### src/rtl/texture_nearest_sampler_macros.svh
// assertion macros for the texture sampler rtl
// no dependencies; included by files that carry concurrent checks
`ifndef TEXTURE_NEAREST_SAMPLER_MACROS_SVH
`define TEXTURE_NEAREST_SAMPLER_MACROS_SVH
`ifndef SYNTHESIS
`define TNS_ASSERT(label, clk, rstn, prop) \
  label: assert property (@(posedge clk) disable iff (!rstn) (prop)) \
    else $error("tns assertion failed");
`define TNS_ASSERT_NEXT(label, clk, rstn, ante, cons) \
  label: assert property (@(posedge clk) disable iff (!rstn) (ante) |=> (cons)) \
    else $error("tns assertion failed");
`else
`define TNS_ASSERT(label, clk, rstn, prop)
`define TNS_ASSERT_NEXT(label, clk, rstn, ante, cons)
`endif
`endif

### src/rtl/tns_fifo.sv
// small first-in first-out queue held in flip-flops
// no dependencies
`timescale 1ns / 1ps
module tns_fifo #(
  parameter int WIDTH = 8,
  parameter int DEPTH = 4
) (
  input  logic                         clk_i,
  input  logic                         rst_ni,
  input  logic                         push_i,
  input  logic [WIDTH-1:0]             wdata_i,
  input  logic                         pop_i,
  output logic [WIDTH-1:0]             rdata_o,
  output logic                         valid_o,
  output logic                         full_o,
  output logic [$clog2(DEPTH+1)-1:0]   count_o
);
  localparam int PTR_W = (DEPTH > 1) ? $clog2(DEPTH) : 1;
  localparam int CNT_W = $clog2(DEPTH + 1);

  logic [WIDTH-1:0] mem_q [DEPTH];
  logic [PTR_W-1:0] wptr_q, wptr_d, rptr_q, rptr_d;
  logic [CNT_W-1:0] cnt_q, cnt_d;
  logic             do_push, do_pop;

  assign do_push = push_i && (cnt_q != CNT_W'(DEPTH));
  assign do_pop  = pop_i && (cnt_q != '0);

  always_comb begin
    wptr_d = wptr_q;
    rptr_d = rptr_q;
    cnt_d  = cnt_q;
    if (do_push) begin
      wptr_d = (wptr_q == PTR_W'(DEPTH - 1)) ? '0 : wptr_q + 1'b1;
    end
    if (do_pop) begin
      rptr_d = (rptr_q == PTR_W'(DEPTH - 1)) ? '0 : rptr_q + 1'b1;
    end
    if (do_push && !do_pop) begin
      cnt_d = cnt_q + 1'b1;
    end else if (do_pop && !do_push) begin
      cnt_d = cnt_q - 1'b1;
    end
  end

  always_ff @(posedge clk_i or negedge rst_ni) begin
    if (!rst_ni) begin
      wptr_q <= '0;
      rptr_q <= '0;
      cnt_q  <= '0;
    end else begin
      wptr_q <= wptr_d;
      rptr_q <= rptr_d;
      cnt_q  <= cnt_d;
    end
  end

  always_ff @(posedge clk_i) begin
    if (do_push) begin
      mem_q[wptr_q] <= wdata_i;
    end
  end

  assign rdata_o = mem_q[rptr_q];
  assign valid_o = (cnt_q != '0);
  assign full_o  = (cnt_q == CNT_W'(DEPTH));
  assign count_o = cnt_q;
endmodule

### config.mk
export PLATFORM = sky130hd
export DESIGN_NAME = tns_fifo
export DESIGN_NICKNAME = d
export VERILOG_FILES = /design/src/rtl/texture_nearest_sampler_macros.svh /design/src/rtl/tns_fifo.sv
export SDC_FILE = /design/constraint.sdc
export NUM_CORES = 1
export LEC_CHECK = 0
export BUFFER_PORTS_ARGS = -buffer_cell sky130_fd_sc_hd__buf_2
export CORE_AREA = 4 4 60 62
export DETAILED_ROUTE_END_ITERATION = 8
export DIE_AREA = 0 0 64 66
export PLACE_DENSITY = 0.86
export SLEW_MARGIN = 20
export SYNTH_ARGS = -nofsm -noshare
export SYNTH_HDL_FRONTEND = slang
export SYNTH_SLANG_ARGS = --single-unit
### constraint.sdc
create_clock -name clk_i -period 3.2 [get_ports clk_i]
set_clock_uncertainty 0.15 [all_clocks]
set_input_delay 0 -clock clk_i [delete_from_list [all_inputs] [get_ports clk_i]]
set_output_delay 0 -clock clk_i [all_outputs]
set_load 0.01 [all_outputs]
==> impl_metrics.json <==
{
  "utilization": 0.655,
  "postCtsHoldBufs": 12,
  "dp_slack_ns": 0.943,
  "setup_viol": 0,
  "drtIter0Drc": 33,
  "synth-main-ff-cell": "edfxtp_1",
  "vias": 832,
  "holdWs_ns": 0.254,
  "slowest_stage": "dfrtp_1",
  "startpoint": "count_o[1]",
  "cp_cell_sequence": "or3_4, nand2_4, ha_1, inv_1, fa_1, xor2_1, nor2_1, xor2_1",
  "muxShareOfSynthArea": 0.155,
  "fin_tns_setup_ns": 0,
  "h-tree-depth": 2,
  "drt_wl_total_mm": 2.65,
  "grt_pass1_wl_mm": 4.44,
  "wl_per_cell_um": 16.0,
  "synth_top_family_by_area": "multiplexers",
  "overflow": 0,
  "clock_latency_ns": 0.34,
  "synth-seq-cells": 39,
  "synth_nets": 98,
  "timing.rr.start": "count_o[1]",
  "yosys.area_share.simple": 0.0571,
  "p_leak_nw": 0.769,
  "clk_path_buf_depth": 2,
  "ys_warn_count": 0,
  "synth_compound_area_frac": 0,
  "met3_wirelength_um": 145,
  "outcome": "finished, final reports clean",
  "reg2reg_depth": 8,
  "drv_slew": 0,
  "rsz0062_at_grt": "no",
  "area_growth_pct": 22.4,
  "r2r_setup_slack_ns": 0.93,
  "worst_setup_path_start_kind": "flip-flop",
  "synth.most_common_cell": "edfxtp_1",
  "synthTopCellsByCount": "32 x edfxtp_1, 8 x mux4_2, 7 x dfrtp_1",
  "yosys.area_share.adder": 0.0586,
  "syn_inst": 79,
  "cap_violations": 0,
  "nFillCells": 203,
  "hold_depth": 2,
  "synth_xor_area_frac": 0.0162,
  "gp_congestion": 0.709,
  "pwr_density_cell_mw_per_mm2": 861,
  "fp.dieArea_sq_mm": 0.00422,
  "drtPass1Iterations": 4,
  "cp.required_ns": 3.32,
  "drcViolationCount": 0,
  "dr_wl_met2_mm": 1.43,
  "path_class": "reg -> reg",
  "period_needed_ns": 2.27,
  "cp.arrival_ns": 2.39,
  "post_cts_buffers": 0,
  "critical_path.max_fanout": 5,
  "maxSlewHeadroom": 0.455,
  "synth_edf_count": 32,
  "hold_start": "wdata_i[7]",
  "cp-end-kind": "flip-flop",
  "crit_top_cell": "xor2_1",
  "grt_max_degree": 13,
  "layout-drive-gt1-share": 0.397,
  "die_width_um": 64,
  "dpl.cell_count": 145,
  "ir_worst_vdd_mv": 0.533,
  "numCtsBuffers": 5,
  "max_slew.worst_pin.slew_ns": 0.814,
  "fin_ws_ns": 0.933,
  "cts_sinks": 39,
  "critical_path.max_stage_delay_ns": 0.47,
  "reg2reg_to": "count_o[2]",
  "synth_area_sq_mm": 0.00162,
  "fp.coreArea_sq_mm": 0.00303,
  "layout.nets": 139,
  "holdPathEnd": "mem_q[2][7]",
  "cts.repair.resized": 0,
  "avgSynthCellArea_sq_um": 20.5,
  "synth_cell_types": 19,
  "initial_utilization": 0.536,
  "dr.max_layer_used": "met4",
  "hpwl_mm": 1.77,
  "yosysSeqAreaShare": 0.701,
  "timing.fmax_mhz": 441,
  "num_rows": 20,
  "finalHoldViolCount": 0,
  "fin_cells": 165,
  "netlist_top_cells_area": "edfxtp_1 59%, mux4_2 11%, dfrtp_1 11%, ha_1 4.6%, mux2_4 3.7%",
  "die_h_um": 66,
  "antenna_found_initial": 0,
  "cts.clk_slew.worst_paths_ns": 0.11,
  "post-route-period-util": 0.708,
  "portBuffers": 24,
  "io_pins": 25,
  "synthArstFlopShare": 0.179,
  "viasPerCell": 5.04,
  "synth_top_area_share": 0.593,
  "num_antenna_cells": 0,
  "wl_met1_mm": 1.06,
  "yosysTopAreaCell": "edfxtp_1",
  "grt_pass1_vias": 921,
  "hp-class": "in -> reg",
  "cts_root_buf": "clkbuf_4",
  "antenna_left": 0,
  "track_usage": 0.147,
  "tritoncts": "built"
}
==> final cells by class <==
type	instances	area, sq um	area share
Clock inverter	3	38.8	0.0195
Tap cell	44	55.1	0.0277
Multi-Input combinational cell	35	465	0.235
Inverter	3	11.3	0.00567
Sequential cell	39	1140	0.573
Clock buffer	5	37.5	0.0189
Timing Repair Buffer	36	240	0.121
==> per-layer routing <==
metal	GRT usage	vias to the layer above
li1	-	388
met1	0.159	418
met2	0.265	24
met3	0.0442	2
met4	0.0647	0
met5	0	-
==> worst max-delay path: cells and delay by family, from the launching register on <==
kind	cells	cell delay, ns
xor gates and xnor gates	2	0.31
buffers and inverters	1	0.06
and+or+nand+nor	3	0.65
DFF	1	0.47
adders and majority gates	2	0.56
==> sequential cells by signal, indices dropped and copies added, names as in the netlist <==
| name | flops |
|---|---|
| wptr_q | 2 |
| mem_q | 32 |
| rptr_q | 2 |
| count_o | 3 |
==> metrics by stage <==
stage               power, mW  cell area (sq um)
floorplan                1.22               1620
global placement         1.37               1790
detailed placement       1.41               1790
CTS                      1.73               1980
global route             1.82               1980
finish                   1.71               1980
==> cells in the final DEF, fill, tap and decap left out <==
cell,n
buf_2,24
dfrtp_1,7
mux2_2,1
nor3b_4,1
mux4_2,8
bufinv_16,1
edfxtp_1,32
clkinv_2,1
dlygate4sd3_1,12
nand2_1,1
mux2_4,4
nor2_1,4
inv_1,3
ha_1,6
fa_1,1
clkbuf_4,5
xnor2_1,1
and2_1,3
xor2_1,2
nor2b_4,1
nand2_4,1
clkinv_1,1
or3_4,1
==> worst max path at each step <==
stage,slack (ns),cells past startpoint,endpoint
floorplan,1.00,8,count_o[2]
global placement,1.04,8,count_o[2]
detailed placement,0.94,8,count_o[2]
CTS,0.92,8,count_o[2]
global route,0.85,8,count_o[2]
finish,0.93,8,count_o[2]
==> cell families after synthesis <==
family / count (synthesis)
AND/OR/NAND/NOR: 12
flip-flops: 39
buffers and inverters: 5
multiplexers: 13
adder cells (fa/ha/maj): 7
XOR/XNOR: 3
==> where the power goes <==
| part | switching (mW) | internal [mW] |
|---|---|---|
| combinational | 0.249 | 0.329 |
| sequential | 0.127 | 0.686 |
| clock | 0.155 | 0.161 |
No activity file was read; power rests on OpenSTA's default activity.
