===== src/rtl/texture_nearest_sampler_macros.svh =====
// assertion macros for the texture sampler rtl
// no dependencies; included by files that carry concurrent checks
`ifndef TEXTURE_NEAREST_SAMPLER_MACROS_SVH
`define TEXTURE_NEAREST_SAMPLER_MACROS_SVH
`ifndef SYNTHESIS
`define TNS_ASSERT(label, clk, rstn, prop) \
  label: assert property (@(posedge clk) disable iff (!rstn) (prop)) \
    else $error("tns assertion failed");
`define TNS_ASSERT_NEXT(label, clk, rstn, ante, cons) \
  label: assert property (@(posedge clk) disable iff (!rstn) (ante) |=> (cons)) \
    else $error("tns assertion failed");
`else
`define TNS_ASSERT(label, clk, rstn, prop)
`define TNS_ASSERT_NEXT(label, clk, rstn, ante, cons)
`endif
`endif


===== src/rtl/tns_pkg.sv =====
// shared types and constants of the texture sampler
// no dependencies
`timescale 1ns / 1ps
package tns_pkg;

  // operation codes of a request
  localparam logic [1:0] OP_LOAD    = 2'd0;
  localparam logic [1:0] OP_POINT   = 2'd1;
  localparam logic [1:0] OP_NEAREST = 2'd2;

  // configuration register indexes
  localparam logic [1:0] CFG_WIDTH  = 2'd0;
  localparam logic [1:0] CFG_HEIGHT = 2'd1;
  localparam logic [1:0] CFG_SRC16  = 2'd2;

  localparam int DIM_W       = 9;   // width of the size registers and texel coordinates
  localparam int TEXEL_W     = 48;
  localparam int QUEUE_DEPTH = 4;
  localparam int OBUF_DEPTH  = 3;
  localparam int OBUF_CNT_W  = $clog2(OBUF_DEPTH + 1);

  typedef enum logic [1:0] {
    CMD_WRITE,
    CMD_READ,
    CMD_ZERO
  } cmd_e;

  typedef struct packed {
    logic [DIM_W-1:0] width;
    logic [DIM_W-1:0] height;
    logic             src16;
  } cfg_t;

  typedef struct packed {
    cmd_e               cmd;
    logic [DIM_W-1:0]   x;
    logic [DIM_W-1:0]   y;
    logic [TEXEL_W-1:0] texel;
  } qent_t;

  localparam int QENT_W = $bits(qent_t);

endpackage


===== src/rtl/tns_in_if.sv =====
// request channel of the texture sampler
// no dependencies
`timescale 1ns / 1ps
interface tns_in_if;
  logic               valid;
  logic               ready;
  logic        [1:0]  operation;
  logic signed [15:0] pos_x;
  logic signed [15:0] pos_y;
  logic signed [31:0] coord_u;
  logic signed [31:0] coord_v;
  logic        [15:0] src_blue;
  logic        [15:0] src_green;
  logic        [15:0] src_red;

  modport source (output valid, operation, pos_x, pos_y, coord_u, coord_v,
                  src_blue, src_green, src_red, input ready);
  modport sink (input valid, operation, pos_x, pos_y, coord_u, coord_v,
                src_blue, src_green, src_red, output ready);
endinterface


===== src/rtl/tns_front.sv =====
// request decode: bounds check, channel widening, coordinate clamp and scale
// depends on tns_pkg and tns_in_if
`timescale 1ns / 1ps
module tns_front #(
  parameter int MAX_WIDTH  = 256,
  parameter int MAX_HEIGHT = 256
) (
  tns_in_if.sink               in_if,
  input  tns_pkg::cfg_t        cfg_i,
  input  logic                 q_full_i,
  output logic                 q_push_o,
  output tns_pkg::qent_t       q_ent_o
);
  import tns_pkg::*;

  logic [DIM_W-1:0] eff_w, eff_h, wm1, hm1;
  logic             in_x, in_y, in_tex;
  logic [16:0]      u_cl, v_cl;
  logic [25:0]      prod_u, prod_v;
  logic [9:0]       nx, ny;
  logic [DIM_W-1:0] sx, sy;
  logic [15:0]      wr, wg, wb;

  function automatic logic [DIM_W-1:0] eff_dim(input logic [DIM_W-1:0] v, input int maxv);
    logic [DIM_W-1:0] r;
    if (v == '0) begin
      r = DIM_W'(1);
    end else if (32'(v) > maxv) begin
      r = DIM_W'(maxv);
    end else begin
      r = v;
    end
    return r;
  endfunction

  function automatic logic [16:0] clamp_unit(input logic signed [31:0] c);
    logic [16:0] r;
    if (c[31]) begin
      r = '0;
    end else if (c[30:0] > 31'h10000) begin
      r = 17'h10000;
    end else begin
      r = c[16:0];
    end
    return r;
  endfunction

  function automatic logic [15:0] widen(input logic [15:0] c, input logic src16);
    return src16 ? c : {c[7:0], c[7:0]};
  endfunction

  assign eff_w = eff_dim(cfg_i.width, MAX_WIDTH);
  assign eff_h = eff_dim(cfg_i.height, MAX_HEIGHT);
  assign wm1   = eff_w - 1'b1;
  assign hm1   = eff_h - 1'b1;

  assign in_x   = !in_if.pos_x[15] && ($unsigned(in_if.pos_x) < {7'd0, eff_w});
  assign in_y   = !in_if.pos_y[15] && ($unsigned(in_if.pos_y) < {7'd0, eff_h});
  assign in_tex = in_x && in_y;

  // nearest: clamp to [0,1], scale by size minus one, truncate
  assign u_cl   = clamp_unit(in_if.coord_u);
  assign v_cl   = clamp_unit(in_if.coord_v);
  assign prod_u = 26'(u_cl) * 26'(wm1);
  assign prod_v = 26'(v_cl) * 26'(hm1);
  assign nx     = prod_u[25:16];
  assign ny     = prod_v[25:16];
  assign sx     = (nx >= {1'b0, eff_w}) ? wm1 : nx[DIM_W-1:0];
  assign sy     = (ny >= {1'b0, eff_h}) ? hm1 : ny[DIM_W-1:0];

  assign wr = widen(in_if.src_red, cfg_i.src16);
  assign wg = widen(in_if.src_green, cfg_i.src16);
  assign wb = widen(in_if.src_blue, cfg_i.src16);

  assign in_if.ready = !q_full_i;

  always_comb begin
    q_ent_o.cmd   = CMD_ZERO;
    q_ent_o.x     = in_if.pos_x[DIM_W-1:0];
    q_ent_o.y     = in_if.pos_y[DIM_W-1:0];
    q_ent_o.texel = {wr, wg, wb};
    q_push_o      = 1'b0;
    unique case (in_if.operation)
      OP_LOAD: begin
        q_ent_o.cmd = CMD_WRITE;
        q_push_o    = in_tex;
      end
      OP_POINT: begin
        q_ent_o.cmd = in_tex ? CMD_READ : CMD_ZERO;
        q_push_o    = 1'b1;
      end
      OP_NEAREST: begin
        q_ent_o.cmd = CMD_READ;
        q_ent_o.x   = sx;
        q_ent_o.y   = sy;
        q_push_o    = 1'b1;
      end
      default: begin
        q_push_o = 1'b0;
      end
    endcase
    q_push_o = q_push_o && in_if.valid && !q_full_i;
  end
endmodule


===== src/flat_wrapper.sv =====
// flat-port wrapper written by rule: the top's interface ports become plain ports
module tns_front_flat import tns_pkg::*;
#(
  parameter int MAX_WIDTH  = 256,
  parameter int MAX_HEIGHT = 256
)
  (cfg_i, q_full_i, q_push_o, q_ent_o, in_if_valid, in_if_operation, in_if_pos_x, in_if_pos_y, in_if_coord_u, in_if_coord_v, in_if_src_blue, in_if_src_green, in_if_src_red, in_if_ready);
  tns_in_if in_if_i ();
  input  tns_pkg::cfg_t cfg_i;
  input  logic q_full_i;
  output logic q_push_o;
  output tns_pkg::qent_t q_ent_o;
  input wire logic [$bits(in_if_i.valid)-1:0] in_if_valid;
  input wire logic [$bits(in_if_i.operation)-1:0] in_if_operation;
  input wire logic [$bits(in_if_i.pos_x)-1:0] in_if_pos_x;
  input wire logic [$bits(in_if_i.pos_y)-1:0] in_if_pos_y;
  input wire logic [$bits(in_if_i.coord_u)-1:0] in_if_coord_u;
  input wire logic [$bits(in_if_i.coord_v)-1:0] in_if_coord_v;
  input wire logic [$bits(in_if_i.src_blue)-1:0] in_if_src_blue;
  input wire logic [$bits(in_if_i.src_green)-1:0] in_if_src_green;
  input wire logic [$bits(in_if_i.src_red)-1:0] in_if_src_red;
  output wire logic [$bits(in_if_i.ready)-1:0] in_if_ready;
  assign in_if_i.valid = in_if_valid;
  assign in_if_i.operation = in_if_operation;
  assign in_if_i.pos_x = in_if_pos_x;
  assign in_if_i.pos_y = in_if_pos_y;
  assign in_if_i.coord_u = in_if_coord_u;
  assign in_if_i.coord_v = in_if_coord_v;
  assign in_if_i.src_blue = in_if_src_blue;
  assign in_if_i.src_green = in_if_src_green;
  assign in_if_i.src_red = in_if_src_red;
  assign in_if_ready = in_if_i.ready;
  tns_front #(.MAX_WIDTH(MAX_WIDTH), .MAX_HEIGHT(MAX_HEIGHT)) u_core (.in_if(in_if_i), .cfg_i(cfg_i), .q_full_i(q_full_i), .q_push_o(q_push_o), .q_ent_o(q_ent_o));
endmodule

===== config.mk =====
export PLATFORM = sky130hd
export DESIGN_NAME = tns_front_flat
export DESIGN_NICKNAME = d
export VERILOG_FILES = /design/src/rtl/texture_nearest_sampler_macros.svh /design/src/rtl/tns_pkg.sv /design/src/rtl/tns_in_if.sv /design/src/rtl/tns_front.sv /design/src/flat_wrapper.sv
export SDC_FILE = /design/constraint.sdc
export NUM_CORES = 1
export LEC_CHECK = 0
export BUFFER_PORTS_ARGS = -buffer_cell sky130_fd_sc_hd__buf_2
export CAP_MARGIN = 25
export CORE_MARGIN = 2
export CORE_UTILIZATION = 55
export DETAILED_ROUTE_END_ITERATION = 7
export PLACE_DENSITY = 0.81
export REMOVE_ABC_BUFFERS = 1
export SLEW_MARGIN = 15
export SYNTH_ARGS = -nofsm -noshare
export SYNTH_HDL_FRONTEND = slang
export SYNTH_SLANG_ARGS = --single-unit

===== constraint.sdc =====
create_clock -name vclk -period 15.7
set_clock_uncertainty 0.15 [all_clocks]
set_input_delay 0.785 -clock vclk [all_inputs]
set_output_delay 0.785 -clock vclk [all_outputs]
set_load 0.01 [all_outputs]

==> results by group <==
Status
  • Status: completed

Floorplanning
  • Core area: 0.0195 mm^2
  • Die H: 145 um
  • Die ar.: 0.0210 mm^2
  • IO Count: 237
  • Starting Density: 0.562
  • Chip width: 145 um
  • Row cnt: 51

Timing
  • Setup TNS: 0 ps
  • Max-slew violation count: 0
  • Final hold vios: 0
  • Worst rel slew slack: 0.520
  • RSZ-0062 raised after global routing: no
  • Min Tclk post-route: 10230 ps
  • Slew @ Worst Pin: 700 ps
  • Final Cycle Share: 0.652
  • Setup violations, final: 0
  • FMAX: 0.0977 GHz

Setup path
  • Most common cell type on the critical path: fa_1
  • Startpoint types: input pin
  • Max FO, Critical Path: 18
  • Critical Path AT: 9300 ps
  • Critical path endpoint category: primary output
  • Slowest-stage cell, CP: fa_1
  • Setup CP Type: in -> out
  • Worst path max stage delay: 570 ps
  • CP required: 14770 ps

Synth
  • Unique masters post-synth: 58
  • Mapped Area: 0.0109 mm^2
  • Sequential cell area fraction in the yosys report: 0
  • Syn Area/Cell: 8.01 um^2
  • Cell taking the most area after synthesis: fa_1
  • Warnings from Yosys: 0
  • Cells after synthesis: 1366
  • Area share of the largest cell type after synthesis: 0.384
  • Largest cells by area after synthesis: fa_1, ha_1, inv_1

Min path
  • Hold Crit Class: in -> out

Layout
  • Cell area after layout: 0.0122 mm^2
  • CLK BUF: 0
  • Area growth syn-to-layout: 11.7%
  • # nets final: 2047
  • Seq_cells: 0
  • Sequential standard cell area: 0 um^2
  • Layout cells sized above 1: 0.191
  • Fillers: 1706
  • Finished Layout Cells: 1812

Power and ir drop
  • Switching Fraction: 0.617
  • Net Sw Power: 111 uW
  • Cell-internal power: 69.1 uW
  • Total chip power: 181 uW
  • Seq pwr share: 0
  • Leak: 0.00684 uW
  • Peak supply drop: 0.0211 mV
  • Clock power share: 0
  • Comb pwr share: 1.000
  • P per Cell Area: 14.8 mW/mm^2

Global routing
  • Grt ovf: 0
  • Global-route wire length before repair: 53200 um
  • Total GRT Usage: 0.308
  • Vias in the first global route: 10900
  • Pin count of the biggest net entering global routing: 79
  • Initial antenna violation count: 3

Place
  • Placed Cells incl. Taps: 1809
  • Placed instance area: 0.0122 mm^2
  • Placed wire-length estimate: 28100 um
  • GP Congestion: 0.991
  • Input/output buffers: 237

Route
  • # DRC: 0
  • Vias: 10400
  • WL per Instance: 17.7 um
  • First-pass DRT Iterations: 5
  • Initial DRC count: 775
  • Antenna viol nets, final: 0
  • WL final: 32100 um
  • Via density: 5.71

Flow run
  • MaxCap Viol Count: 0

Clock tree
  • Post_cts resized: 0
  • # Post-CTS Setup Buffers: 0
  • Cts hold-fix bufs: 0
final timing paths:
check / startpoint / end / slack, ps / cells after the start
min: in_if_src_blue[1] / q_ent_o[1] / 1630 / 2
max: cfg_i[14] / q_ent_o[57] / 5470 / 37
area by class of cell:
| type | count | area (um^2) | area share |
|---|---|---|---|
| multi-input cells | 1015 | 9520 | 0.779 |
| repair buffers | 257 | 1340 | 0.109 |
| diodes | 3 | 7.51 | 0.000614 |
| inverters | 272 | 1020 | 0.0836 |
| well taps | 265 | 332 | 0.0271 |
placed cells by master (no fill, tap or decap), types with 4 or more instances in the layout:
cell type and instances:
inv_1 271, buf_2 237, fa_1 210, nor2_1 205, nand3_1 129, ha_1 124, nand2_1 67, a21oi_1 41
mux2_2 27, nor4_1 21, buf_4 20, xnor2_1 17, mux2i_1 17, a21o_1 16, o21ai_0 15, nand4_1 11
nor3_1 11, xor2_1 10, o21a_1 9, nand2b_1 8, a211oi_1 7, o21ai_1 6, or3_1 5, nor2b_1 5
and3_1 5, or2_2 5, and2_1 4
per-layer routing:
metal	up-vias	track usage	routed length, um
met5	-	0	0
met1	4972	0.371	11500
met2	562	0.548	15900
met4	0	0.138	1890
met3	115	0.0440	2700
li1	4704	-	-
Yosys cell counts (11+ instances only):
cell type  number
o21ai_0        15
ha_1          124
nor3_1         12
xnor2_1        17
nand3_1       129
nand4_1        11
buf_4          25
mux2_2         27
fa_1          210
nand2_1        67
mux2i_1        17
inv_1         271
nor2_1        205
clkbuf_1       44
a21o_1         16
a21oi_1        41
nor4_1         21
per-stage QoR:
step	utilization	setup WS [ps]	hold slack, ps
after CTS	0.627	5500	1630
after global routing	0.628	4900	1640
after floorplan	-	3080	1420
after detailed placement	0.627	5550	1630
final	0.628	5470	1630
after global placement	0.627	5600	1620
logic make-up (layout without fill, tap and decap cells):
group                    Yosys count  after routing  share of synthesized area
AND/OR/NAND/NOR                  491            491                      0.206
buffers and inverters            351            529                      0.130
adder cells (fa/ha/maj)          334            334                      0.526
AO/OA/AOI/OAI                    119            119                     0.0725
multiplexers                      44             44                     0.0433
XOR/XNOR                          27             27                     0.0216
other                              0              3                          0
worst max-delay path, delay by kind of cell:
family                   cells  cell delay [ps]
adder cells (fa/ha/maj)      7             2970
AO/OA/AOI/OAI               13             2420
AND/OR/NAND/NOR              8             1810
buffers and inverters        6              670
multiplexers                 2              410
XOR/XNOR                     1              190
power by group through the flow:
stage | clock [uW] | combinational [uW] | sequential (uW)
2_1_floorplan | 0 | 88.9 | 0
3_3_place_gp | 0 | 174 | 0
3_5_place_dp | 0 | 177 | 0
4_1_cts | 0 | 178 | 0
5_1_grt | 0.0000256 | 195 | 0
6_report | 0.0000256 | 181 | 0
No activity file was read; power rests on OpenSTA's default activity.
